## src/design/ghp_pkg.sv

```systemverilog
`default_nettype none

package ghp_pkg;

    localparam int unsigned POOL_SLOTS_DEFAULT = 1024;
    localparam int unsigned GEN_W = 8;
    localparam int unsigned CMD_W = 2;
    localparam logic [GEN_W-1:0] GEN_LIMIT_RESET = 8'hFF;

    typedef enum logic [CMD_W-1:0] {
        CMD_CREATE = 2'd0,
        CMD_DELETE = 2'd1,
        CMD_CHECK  = 2'd2
    } cmd_t;

endpackage

`default_nettype wire

```

## src/design/ghp_ctrl.sv

```systemverilog
`default_nettype none

module ghp_ctrl
    import ghp_pkg::*;
#(
    parameter int unsigned POOL_SLOTS = POOL_SLOTS_DEFAULT
) (
    input  wire logic                             clk,
    input  wire logic                             rst_n,
    input  wire logic                             cfg_wr_en,
    input  wire logic [GEN_W-1:0]                 cfg_wr_data,
    input  wire logic                             in_valid,
    output logic                                  in_stall,
    input  wire logic [CMD_W-1:0]                 cmd,
    input  wire logic                             handle_initialized,
    input  wire logic [$clog2(POOL_SLOTS)-1:0]    handle_index,
    input  wire logic [GEN_W-1:0]                 handle_generation,
    output logic                                  out_valid,
    input  wire logic                             out_stall,
    output logic                                  ok,
    output logic      [$clog2(POOL_SLOTS)-1:0]    new_index,
    output logic      [GEN_W-1:0]                 new_generation,
    output logic      [$clog2(POOL_SLOTS+1)-1:0]  free_count,
    output logic                                  stk_we,
    output logic      [$clog2(POOL_SLOTS)-1:0]    stk_waddr,
    output logic      [$clog2(POOL_SLOTS)-1:0]    stk_wdata,
    output logic                                  stk_re,
    output logic      [$clog2(POOL_SLOTS)-1:0]    stk_raddr,
    input  wire logic [$clog2(POOL_SLOTS)-1:0]    stk_rdata,
    output logic                                  gen_we,
    output logic      [$clog2(POOL_SLOTS)-1:0]    gen_waddr,
    output logic      [GEN_W-1:0]                 gen_wdata,
    output logic                                  gen_re,
    output logic      [$clog2(POOL_SLOTS)-1:0]    gen_raddr,
    input  wire logic [GEN_W-1:0]                 gen_rdata
);

    localparam int unsigned IDX_W = $clog2(POOL_SLOTS);
    localparam int unsigned CNT_W = $clog2(POOL_SLOTS + 1);
    localparam logic [IDX_W-1:0] LAST_IDX = IDX_W'(POOL_SLOTS - 1);
    localparam logic [CNT_W-1:0] FULL_CNT = CNT_W'(POOL_SLOTS);
    localparam logic [IDX_W:0]   RANGE_END = (IDX_W+1)'(POOL_SLOTS);

    typedef enum logic [2:0] {
        ST_CLEAR,
        ST_IDLE,
        ST_EVAL,
        ST_POP,
        ST_GENCHK
    } state_t;

    state_t           state_reg, state_next;
    cmd_t             cmd_reg, cmd_next;
    logic             init_reg, init_next;
    logic [IDX_W-1:0] idx_reg, idx_next;
    logic [GEN_W-1:0] hgen_reg, hgen_next;
    logic             inrange_reg, inrange_next;
    logic [CNT_W-1:0] count_reg, count_next;
    logic [IDX_W-1:0] cand_reg, cand_next;
    logic [IDX_W-1:0] clr_reg, clr_next;
    logic [GEN_W-1:0] limit_reg, limit_next;
    logic             out_valid_reg, out_valid_next;
    logic             ok_reg, ok_next;
    logic [IDX_W-1:0] nidx_reg, nidx_next;
    logic [GEN_W-1:0] ngen_reg, ngen_next;
    logic [CNT_W-1:0] fcnt_reg, fcnt_next;

    logic             out_free;
    logic             in_range;
    logic             handle_valid;
    logic             fin;
    logic             res_ok;
    logic [IDX_W-1:0] res_idx;
    logic [GEN_W-1:0] res_gen;
    logic [CNT_W-1:0] count_dec;

    assign out_free     = !out_valid_reg || !out_stall;
    assign in_range     = {1'b0, handle_index} < RANGE_END;
    assign handle_valid = init_reg && inrange_reg && (gen_rdata == hgen_reg);
    assign count_dec    = count_reg - 1'b1;

    always_comb
    begin
        state_next   = state_reg;
        cmd_next     = cmd_reg;
        init_next    = init_reg;
        idx_next     = idx_reg;
        hgen_next    = hgen_reg;
        inrange_next = inrange_reg;
        count_next   = count_reg;
        cand_next    = cand_reg;
        clr_next     = clr_reg;
        limit_next   = cfg_wr_en ? cfg_wr_data : limit_reg;
        fin          = 1'b0;
        res_ok       = 1'b0;
        res_idx      = '0;
        res_gen      = '0;
        stk_we       = 1'b0;
        stk_waddr    = '0;
        stk_wdata    = '0;
        stk_re       = 1'b0;
        stk_raddr    = '0;
        gen_we       = 1'b0;
        gen_waddr    = '0;
        gen_wdata    = '0;
        gen_re       = 1'b0;
        gen_raddr    = '0;

        unique case (state_reg)
            ST_CLEAR:
            begin
                stk_we    = 1'b1;
                stk_waddr = clr_reg;
                stk_wdata = LAST_IDX - clr_reg;
                gen_we    = 1'b1;
                gen_waddr = clr_reg;
                gen_wdata = '0;
                clr_next  = clr_reg + 1'b1;
                if (clr_reg == LAST_IDX)
                begin
                    state_next = ST_IDLE;
                end
            end
            ST_IDLE:
            begin
                if (in_valid)
                begin
                    cmd_next     = cmd_t'(cmd);
                    init_next    = handle_initialized;
                    idx_next     = handle_index;
                    hgen_next    = handle_generation;
                    inrange_next = in_range;
                    if (cmd_t'(cmd) == CMD_CREATE && count_reg != '0)
                    begin
                        stk_re     = 1'b1;
                        stk_raddr  = count_dec[IDX_W-1:0];
                        state_next = ST_POP;
                    end
                    else
                    begin
                        gen_re     = in_range;
                        gen_raddr  = handle_index;
                        state_next = ST_EVAL;
                    end
                end
            end
            ST_POP:
            begin
                cand_next  = stk_rdata;
                gen_re     = 1'b1;
                gen_raddr  = stk_rdata;
                count_next = count_dec;
                state_next = ST_GENCHK;
            end
            ST_GENCHK:
            begin
                priority if (gen_rdata < limit_reg)
                begin
                    if (out_free)
                    begin
                        fin        = 1'b1;
                        res_ok     = 1'b1;
                        res_idx    = cand_reg;
                        res_gen    = gen_rdata;
                        state_next = ST_IDLE;
                    end
                end
                else if (count_reg != '0)
                begin
                    stk_re     = 1'b1;
                    stk_raddr  = count_dec[IDX_W-1:0];
                    state_next = ST_POP;
                end
                else
                begin
                    if (out_free)
                    begin
                        fin        = 1'b1;
                        state_next = ST_IDLE;
                    end
                end
            end
            ST_EVAL:
            begin
                if (out_free)
                begin
                    fin        = 1'b1;
                    state_next = ST_IDLE;
                    unique case (cmd_reg)
                        CMD_DELETE:
                        begin
                            if (handle_valid && count_reg < FULL_CNT)
                            begin
                                stk_we     = 1'b1;
                                stk_waddr  = count_reg[IDX_W-1:0];
                                stk_wdata  = idx_reg;
                                gen_we     = 1'b1;
                                gen_waddr  = idx_reg;
                                gen_wdata  = gen_rdata + 1'b1;
                                count_next = count_reg + 1'b1;
                                res_ok     = 1'b1;
                            end
                        end
                        CMD_CHECK:
                        begin
                            res_ok = handle_valid;
                        end
                        default:
                        begin
                            res_ok = 1'b0;
                        end
                    endcase
                end
            end
            default:
            begin
                state_next = ST_IDLE;
            end
        endcase

        out_valid_next = out_valid_reg && out_stall;
        ok_next        = ok_reg;
        nidx_next      = nidx_reg;
        ngen_next      = ngen_reg;
        fcnt_next      = fcnt_reg;
        if (fin)
        begin
            out_valid_next = 1'b1;
            ok_next        = res_ok;
            nidx_next      = res_idx;
            ngen_next      = res_gen;
            fcnt_next      = count_next;
        end
    end

    always_ff @(posedge clk or negedge rst_n)
    begin
        if (!rst_n)
        begin
            state_reg     <= ST_CLEAR;
            cmd_reg       <= CMD_CREATE;
            init_reg      <= 1'b0;
            idx_reg       <= '0;
            hgen_reg      <= '0;
            inrange_reg   <= 1'b0;
            count_reg     <= FULL_CNT;
            cand_reg      <= '0;
            clr_reg       <= '0;
            limit_reg     <= GEN_LIMIT_RESET;
            out_valid_reg <= 1'b0;
            ok_reg        <= 1'b0;
            nidx_reg      <= '0;
            ngen_reg      <= '0;
            fcnt_reg      <= '0;
        end
        else
        begin
            state_reg     <= state_next;
            cmd_reg       <= cmd_next;
            init_reg      <= init_next;
            idx_reg       <= idx_next;
            hgen_reg      <= hgen_next;
            inrange_reg   <= inrange_next;
            count_reg     <= count_next;
            cand_reg      <= cand_next;
            clr_reg       <= clr_next;
            limit_reg     <= limit_next;
            out_valid_reg <= out_valid_next;
            ok_reg        <= ok_next;
            nidx_reg      <= nidx_next;
            ngen_reg      <= ngen_next;
            fcnt_reg      <= fcnt_next;
        end
    end

    assign in_stall       = (state_reg != ST_IDLE);
    assign out_valid      = out_valid_reg;
    assign ok             = ok_reg;
    assign new_index      = nidx_reg;
    assign new_generation = ngen_reg;
    assign free_count     = fcnt_reg;

endmodule

`default_nettype wire

```

## config.mk

```make
export PLATFORM = sky130hd
export DESIGN_NAME = ghp_ctrl
export DESIGN_NICKNAME = d
export VERILOG_FILES = /design/src/design/ghp_pkg.sv /design/src/design/ghp_ctrl.sv
export SDC_FILE = /design/constraint.sdc
export NUM_CORES = 1
export LEC_CHECK = 0
export ABC_AREA = 1
export BUFFER_PORTS_ARGS = -buffer_cell sky130_fd_sc_hd__buf_2
export CAP_MARGIN = 20
export CELL_PAD_IN_SITES_DETAIL_PLACEMENT = 2
export CELL_PAD_IN_SITES_GLOBAL_PLACEMENT = 2
export CORE_MARGIN = 4
export CORE_UTILIZATION = 26
export CTS_CLUSTER_SIZE = 10
export DETAILED_ROUTE_END_ITERATION = 10
export PLACE_DENSITY_LB_ADDON = 0.1
export SYNTH_ARGS = -nofsm -noshare
export SYNTH_HDL_FRONTEND = slang
export SYNTH_SLANG_ARGS = --single-unit
export TNS_END_PERCENT = 100
```

## constraint.sdc

```tcl
create_clock -name clk -period 2.1 [get_ports clk]
set_clock_uncertainty 0.1 [all_clocks]
set_input_delay 0.315 -clock clk [delete_from_list [all_inputs] [get_ports clk]]
set_output_delay 0.315 -clock clk [all_outputs]
set_load 0.01 [all_outputs]
```

=== Word-level counts from Yosys, hierarchy flattened ===
Index checks and enable logic that the tools add are counted.

* Output and inout port bits: 94
* Logic and storage cells: 105
* Flip-flop bits (word level): 95

* $add $sub $neg: 5
* Equal/unequal tests: 11
* Reductions and logical operators: 13
* Multiplexer cells: 59
* Magnitude comparators: 2

{| class="wikitable"
|+ Operator list
! cell !! count
|-
| $mux W10 || 15
|-
| $pmux W10 S2 || 5
|-
| $mux W8 || 7
|-
| $mux W11 || 3
|-
| $pmux W11 S2 || 1
|-
| $mux W1 || 16
|-
| $mux W3 || 5
|-
| $pmux W3 S5 || 1
|-
| $pmux W1 S2 || 6
|-
| $add A11 B1 Y11 const B || 1
|-
| $lt A11 B11 Y1 const B || 1
|-
| $reduce_bool A11 Y1 || 1
|-
| $sub A11 B1 Y11 const B || 1
|-
| $add A10 B1 Y10 const B || 1
|-
| $eq A10 B10 Y1 const B || 1
|-
| $sub A10 B10 Y10 const A || 1
|-
| $add A8 B1 Y8 const B || 1
|-
| $eq A8 B8 Y1 || 1
|-
| $lt A8 B8 Y1 || 1
|-
| $eq A3 B2 Y1 const B || 2
|-
| $logic_and A1 B1 Y1 || 5
|-
| $ne A2 B2 Y1 const B || 2
|-
| $reduce_and A2 Y1 || 2
|-
| $eq A3 B1 Y1 const B || 1
|-
| 8 further kinds || 9
|}

=== Longest topological paths before layout ===
Gate-level depths: netlist of the first run.

* Depth after elaboration: 7
* Gate-level depth with buffers: 14
* Depth with buffers taken out: 13

=== Worst setup path before layout of the first run ===
Ideal clock, no wire load.

* Path kind: reg-to-output
* From: register count_reg[0]
* To: output gen_raddr[0]
* Path buffers: 1
* Data arrival time: 1.679 ns
* Stages on the path, launching flop included: 10
* Required time: 1.685 ns
* Path slack: 0.006 ns
* Path through: dfrtp_1 -> inv_1 -> ha_1 -> nand4_1 -> nor2_1 -> inv_1 -> nand2_1 -> inv_1 -> buf_2 -> o21ai_0

* Longest elaborated chain between the ends: 5

{| class="wikitable"
|+ RTL lines
! item !! line !! RTL
|-
| start, declared || ghp_ctrl.sv:58 || <nowiki>logic [CNT_W-1:0] count_reg, count_next;</nowiki>
|-
| start signal, assigned || ghp_ctrl.sv:264 || <nowiki>count_reg <= count_next;</nowiki>
|-
| $reduce_bool A11 Y1 || ghp_ctrl.sv:133 || <nowiki>if (cmd_t'(cmd) == CMD_CREATE && count_reg != '0)</nowiki>
|-
| $logic_and A1 B1 Y1 || ghp_ctrl.sv:133 ||
|-
| $mux W10 || ghp_ctrl.sv:133 ||
|-
| $mux W10 || ghp_ctrl.sv:126 || <nowiki>if (in_valid)</nowiki>
|-
| $pmux W10 S2 || ghp_ctrl.sv:109 || <nowiki>unique case (state_reg)</nowiki>
|-
| end, declared || ghp_ctrl.sv:34 || <nowiki>output logic [$clog2(POOL_SLOTS)-1:0] gen_raddr,</nowiki>
|}

Every way passes these cells.

=== Final worst setup path of the first run ===
* From: register hgen_reg[2]
* To: output stk_wdata[3]

* Longest elaborated chain between the ends: 7

{| class="wikitable"
|+ RTL lines
! item !! line !! RTL
|-
| start, declared || ghp_ctrl.sv:56 || <nowiki>logic [GEN_W-1:0] hgen_reg, hgen_next;</nowiki>
|-
| start signal, assigned || ghp_ctrl.sv:262 || <nowiki>hgen_reg <= hgen_next;</nowiki>
|-
| $eq A8 B8 Y1 || ghp_ctrl.sv:79 || <nowiki>assign handle_valid = init_reg && inrange_reg && (gen_rdata == hgen_reg);</nowiki>
|-
| $logic_and A1 B1 Y1 || ghp_ctrl.sv:79 ||
|-
| $logic_and A1 B1 Y1 || ghp_ctrl.sv:192 || <nowiki>if (handle_valid && count_reg < FULL_CNT)</nowiki>
|-
| $mux W10 || ghp_ctrl.sv:192 ||
|-
| $mux W10 || ghp_ctrl.sv:189 || <nowiki>unique case (cmd_reg)</nowiki>
|-
| $mux W10 || ghp_ctrl.sv:185 || <nowiki>if (out_free)</nowiki>
|-
| $pmux W10 S2 || ghp_ctrl.sv:109 ||
|-
| end, declared || ghp_ctrl.sv:26 || <nowiki>output logic [$clog2(POOL_SLOTS)-1:0] stk_wdata,</nowiki>
|}

Every way passes these cells.

==> results.toml, run 1 <==
[outcome]
outcome = "finished, violations left"
violations = "setup timing"

[cts]
h-tree-depth = 3
clkSinkCount = 95
cts_tree = "yes"
cts_root_buf = "clkbuf_16"
clock_path_buffers = 2
clock_latency_ps = 360
path_clk_slew_ps = 70
numCtsBuffers = 9

[timing]
final.setup.worst_slack_ps = -474
tightest_slew_ps = 391
hold_violations = 0
layout_min_cycle_time_ps = 2570
finalCritPeriodShare_pct = 123
max_freq_ghz = 0.388
setup_viol = 94
grt_setup_unrepaired = "yes"
slew_headroom_pct = 73.7
slew_viol_final = 0

[power]
ir_drop_v = 0.000461
power.leakage_nw = 4.23
powerDensity_nw_per_um2 = 1300

[synth]
synthCells = 711
avgSynthCellArea_sq_um = 7.52
syn_nets = 777
synth-edff-count = 0
ys_seq_area_share_pct = 44.7
synth-main-ff-cell = "dfrtp_1"
ys_types = 33
synth-seq-cells = 95
ys_warn_count = 0
synthArstFlopShare_pct = 100
synth_area_sq_um = 5350

[layout]
drive_above_1_share_pct = 43.8
nets = 1022
final_cell_mix = "nand2_1, buf_2, inv_1"
syn2layout_area_growth_pct = 55.9
fin_cells = 1230
layout_commonest_cell = "nand2_1"
antenna_cells = 0

[global_route]
track_usage_pct = 21.0
grt_pass1_vias = 6731
grt_pass1_wl_um = 37100
grt_max_degree = 32
overflow = 0
antenna_found_initial = 2

[floorplanning]
dieArea_sq_um = 22900
ios = 146
rows = 52
die_h_um = 151
coreArea_sq_um = 20200
initial_core_util_pct = 26.4
die_w_um = 151

[worst_setup_path]
crit_arrival_ps = 2160
end_kind = "primary output"
worstSetupStartpointType = "register"
crit_required_ps = 1680
critical_path.max_fanout = 7
critPathKind = "reg2out"

[placed_design]
dp.cells = 1173
io_buffers = 145
dpl.hpwl_um = 17100
gp_congestion = 0.802
place_ws_ps = -241

[routing]
wl_um = 24100
post_drt_wl_per_cell_um = 19.6
dr_total_vias = 5881
drc = 0
drt_iter0_markers = 98
vias_per_cell = 4.78
ant_nets = 0
drtPass1Iterations = 4

[job]
drv_cap = 0

[hold_path]
hold_class = "in2reg"
Yosys cell counts, types with 2 or more instances:
library cell / number / area (sq um)
nand2_1: 206 / 773
inv_1: 98 / 368
o21ai_0: 89 / 445
dfrtp_1: 86 / 2150
nor2_1: 52 / 195
nand3_1: 32 / 160
nand4_1: 18 / 113
ha_1: 14 / 175
o22ai_1: 13 / 81.3
buf_2: 12 / 60.1
xor2_1: 10 / 87.6
dfstp_2: 9 / 236
a21oi_1: 8 / 40.0
clkbuf_1: 8 / 30.0
o21ai_1: 7 / 35.0
buf_6: 5 / 56.3
nor3_1: 5 / 25.0
xnor2_1: 5 / 43.8
inv_2: 4 / 15.0
nand3_2: 3 / 30.0
nor2_4: 3 / 33.8
nor3_2: 3 / 30.0
nor4_1: 3 / 18.8
o211ai_1: 3 / 22.5
o21ai_2: 3 / 26.3
or2_2: 3 / 18.8
buf_4: 2 / 15.0
nor3b_2: 2 / 25.0
path summary, 6_finish.rpt:
check	start	end	slack, ps	cells after the start
worst max-delay path	hgen_reg[2]	stk_wdata[3]	-470	8
worst min-delay path	handle_generation[6]	hgen_reg[6]	70	3
worst max register to register	limit_reg[7]	free_count[9]	-390	15
worst min register to register	free_count[4]	free_count[4]	380	2
max in group asynchronous	rst_n	limit_reg[0]	920	3
min in group asynchronous	rst_n	clr_reg[5]	290	2
stage by stage:
| step | hold slack [ps] | total power [mW] | instance area (sq um) | setup TNS (ps) | util [%] |
|---|---|---|---|---|---|
| CTS | 62.1 | 10.3 | 7870 | -29850 | 38.9 |
| finish | 65.2 | 10.8 | 8340 | -33540 | 41.2 |
| floorplan | -80.6 | 5.55 | 5350 | 0 | - |
| global placement | 125 | 7.57 | 6890 | -5130 | 34.1 |
| global route | 82.9 | 11.7 | 8340 | -46370 | 41.2 |
| detailed placement | 129 | 7.81 | 6890 | -11160 | 34.1 |
kinds of logic after synthesis:
| logic type | share of synthesized area, % |
|---|---|
| and+or+nand+nor | 27.0 |
| adders and majority gates | 3.28 |
| buffers and inverters | 10.2 |
| AOI/OAI and AO/OA | 12.4 |
| DFF | 44.7 |
| xor gates and xnor gates | 2.46 |
area by class of cell:
cell class	instances	area, sq um
clock buffers	11	243
clock inverters	4	77.6
fillers	2291	11900
inverters	102	399
multi-input cells	487	2960
flip-flops and latches	95	2390
well taps	270	338
repair buffers	260	1930
repair inverters	1	7.51
metal layers:
layer | GRT usage (%) | routed length (um) | up-vias
met3 | 3.89 | 886 | 25
li1 | - | - | 2760
met1 | 25.3 | 10100 | 2991
met5 | 0 | 22 | -
met2 | 38.9 | 12900 | 101
met4 | 4.08 | 258 | 4
critical path: stages (launching register included):
cell and delay (ps):
dfrtp_1 430, xnor2_2 170, nand4_1 170, nor2_4 220, nand3_4 200, buf_12 190
clkbuf_16 150, o22ai_2 100, buf_2 170
timing repair:
action / in CTS / in global routing
endpoints found under the hold margin: 16 / 0
setup buffers: 20 / 18
gates cloned: 7 / 2
endpoints found under the setup margin: 93 / 101
gates resized for setup: 130 / 98
pin swaps: 14 / 16
hold buffers: 1 / 0
where the power goes:
part | total [mW] | leakage [nW] | internal [mW] | switching (mW)
Combinational | 5.88 | 2.93 | 2.42 | 3.45
Sequential | 3.11 | 1.14 | 2.60 | 0.505
Clock | 1.86 | 0.157 | 1.08 | 0.779
Total | 10.8 | 4.23 | 6.11 | 4.74
(Power assumes the default switching activity.)
==> inputs of run 2 (changes only) <==
--- a/config.mk
+++ b/config.mk
@@ -6,12 +6,11 @@
 export NUM_CORES = 1
 export LEC_CHECK = 0
 export ABC_AREA = 1
-export BUFFER_PORTS_ARGS = -buffer_cell sky130_fd_sc_hd__buf_2
-export CAP_MARGIN = 20
+export BUFFER_PORTS_ARGS = -buffer_cell sky130_fd_sc_hd__buf_4
 export CELL_PAD_IN_SITES_DETAIL_PLACEMENT = 2
 export CELL_PAD_IN_SITES_GLOBAL_PLACEMENT = 2
 export CORE_MARGIN = 4
-export CORE_UTILIZATION = 26
+export CORE_UTILIZATION = 29
 export CTS_CLUSTER_SIZE = 10
 export DETAILED_ROUTE_END_ITERATION = 10
 export PLACE_DENSITY_LB_ADDON = 0.1
==> constraint.sdc (replaced) <==
create_clock -name clk -period 2.7 [get_ports clk]
set_clock_uncertainty 0.1 [all_clocks]
set_input_delay 0.405 -clock clk [delete_from_list [all_inputs] [get_ports clk]]
set_output_delay 0.405 -clock clk [all_outputs]
set_load 0.01 [all_outputs]
==> results.toml, run 2 (synthesis gave the netlist of run 1 again) <==
[worst_setup_path]
critical_path.max_fanout = 5
worstSetupStartpointType = "register"
end_kind = "primary output"
r2r-start = "limit_reg[1]"
reg2reg_slack_ps = 330
regToRegEndpoint = "new_generation[6]"
crit_arrival_ps = 2330
ff2ff_path_depth = 14
crit_required_ps = 2190
critPathKind = "reg2out"

[placed_design]
dp.cells = 1078
gp_congestion = 0.863
dpl.hpwl_um = 16100
place_ws_ps = 10.0
io_buffers = 145

[routing]
drtPass1Iterations = 4
post_drt_wl_per_cell_um = 19.1
drc = 0
ant_nets = 0
drt_iter0_markers = 169
vias_per_cell = 4.93
dr_total_vias = 5487
wl_um = 21300

[timing]
tns_ps = -1160
finalCritPeriodShare_pct = 105
hold_violations = 0
holdWs_ps = 157
setup_viol = 11
max_freq_ghz = 0.352
layout_min_cycle_time_ps = 2840
grt_setup_unrepaired = "yes"
tightest_slew_ps = 680
slew_viol_final = 0
slew_headroom_pct = 54.7
final.setup.worst_slack_ps = -139

[global_route]
grt_pass1_wl_um = 33700
overflow = 0
antenna_found_initial = 0
grt_max_degree = 62
grt_pass1_vias = 6261
track_usage_pct = 21.0

[hold_path]
min_to = "hgen_reg[0]"
hold_depth = 3
hold_class = "in2reg"
hp-start = "handle_generation[0]"

[layout]
nets = 945
layout_commonest_cell = "nand2_1"
final_cell_mix = "nand2_1, buf_4, inv_1"
fin_cells = 1113
drive_above_1_share_pct = 30.0
antenna_cells = 0
syn2layout_area_growth_pct = 38.2

[cts]
cts_tree = "yes"
clkSinkCount = 95
path_clk_slew_ps = 70
cts_root_buf = "clkbuf_16"
clock_latency_ps = 360
numCtsBuffers = 9
h-tree-depth = 3
clock_path_buffers = 2

[power]
powerDensity_nw_per_um2 = 1020
ir_drop_v = 0.000434
power.leakage_nw = 3.70

[outcome]
violations = "setup timing"
outcome = "finished, violations left"

[floorplanning]
die_h_um = 144
ios = 146
die_w_um = 144
coreArea_sq_um = 18000
rows = 49
initial_core_util_pct = 29.7
dieArea_sq_um = 20700

[job]
drv_cap = 0
## run 2: changes by cell type in the layout (fill, tap and decap cells not counted), moves of 10 or more
cell     change
buf_6       -10
buf_12      -11
o21ai_0     +32
buf_4       +87
o21ai_2     -32
buf_2      -137
nand2_1     +23
nand2_2     -19
## run 2: routing by layer
layer / wire [um] / global-route usage (%) / up-vias
li1: - / - / 2604
met1: 8840 / 25.1 / 2774
met2: 11300 / 38.5 / 88
met3: 829 / 3.56 / 21
met4: 319 / 6.39 / 0
met5: 0 / 0 / -
## run 2: repair_timing
action	4_1_cts	5_1_grt
hold buffers	1	0
setup endpoints to repair	23	55
endpoints found under the hold margin	33	0
resized for setup	37	39
pin swaps	5	7
buffers inserted	10	7
cloned	1	0
## run 2: area by class of cell
| type | count | area [sq um] |
|---|---|---|
| repair buffers | 183 | 1420 |
| fillers | 2090 | 10600 |
| multi-input cells | 487 | 2600 |
| inverters | 102 | 393 |
| flip-flops and latches | 95 | 2390 |
| clock buffers | 13 | 240 |
| well taps | 229 | 287 |
| clock inverters | 3 | 46.3 |
| repair inverters | 1 | 7.51 |
## run 2: worst max path at each step
| stage | startpoint | end | slack (ps) |
|---|---|---|---|
| floorplan | count_reg[0] | gen_raddr[0] | 520 |
| global placement | count_reg[0] | gen_raddr[2] | 50 |
| detailed placement | count_reg[0] | stk_raddr[2] | 10 |
| CTS | limit_reg[1] | stk_raddr[9] | -90 |
| global route | limit_reg[1] | stk_raddr[4] | -240 |
| finish | limit_reg[3] | stk_raddr[2] | -140 |
## run 2: per-stage QoR
stage	cell area [sq um]	util, %	power [mW]
6_report	7390	41.0	7.56
5_1_grt	7390	41.0	8.16
4_1_cts	7240	40.2	7.55
3_5_place_dp	6720	37.3	6.05
3_3_place_gp	6720	37.3	5.90
2_1_floorplan	5350	-	4.32
## run 2: report_power, final
group          internal [mW]  leakage, nW  total, mW  switching [mW]
combinational           1.51         2.42       3.78            2.27
sequential              2.03         1.14       2.46           0.433
clock                  0.725        0.134       1.32           0.591
## run 2: worst max-delay path, cell delays in order, from the launching register on
cell	delay, ps
dfstp_2	520
inv_1	60
ha_1	300
a21oi_1	140
nand2_1	90
nand2_2	110
nand2_4	80
nand3_4	70
o21ai_4	80
buf_4	140
buf_6	120
inv_8	100
nor2_4	40
buf_6	120
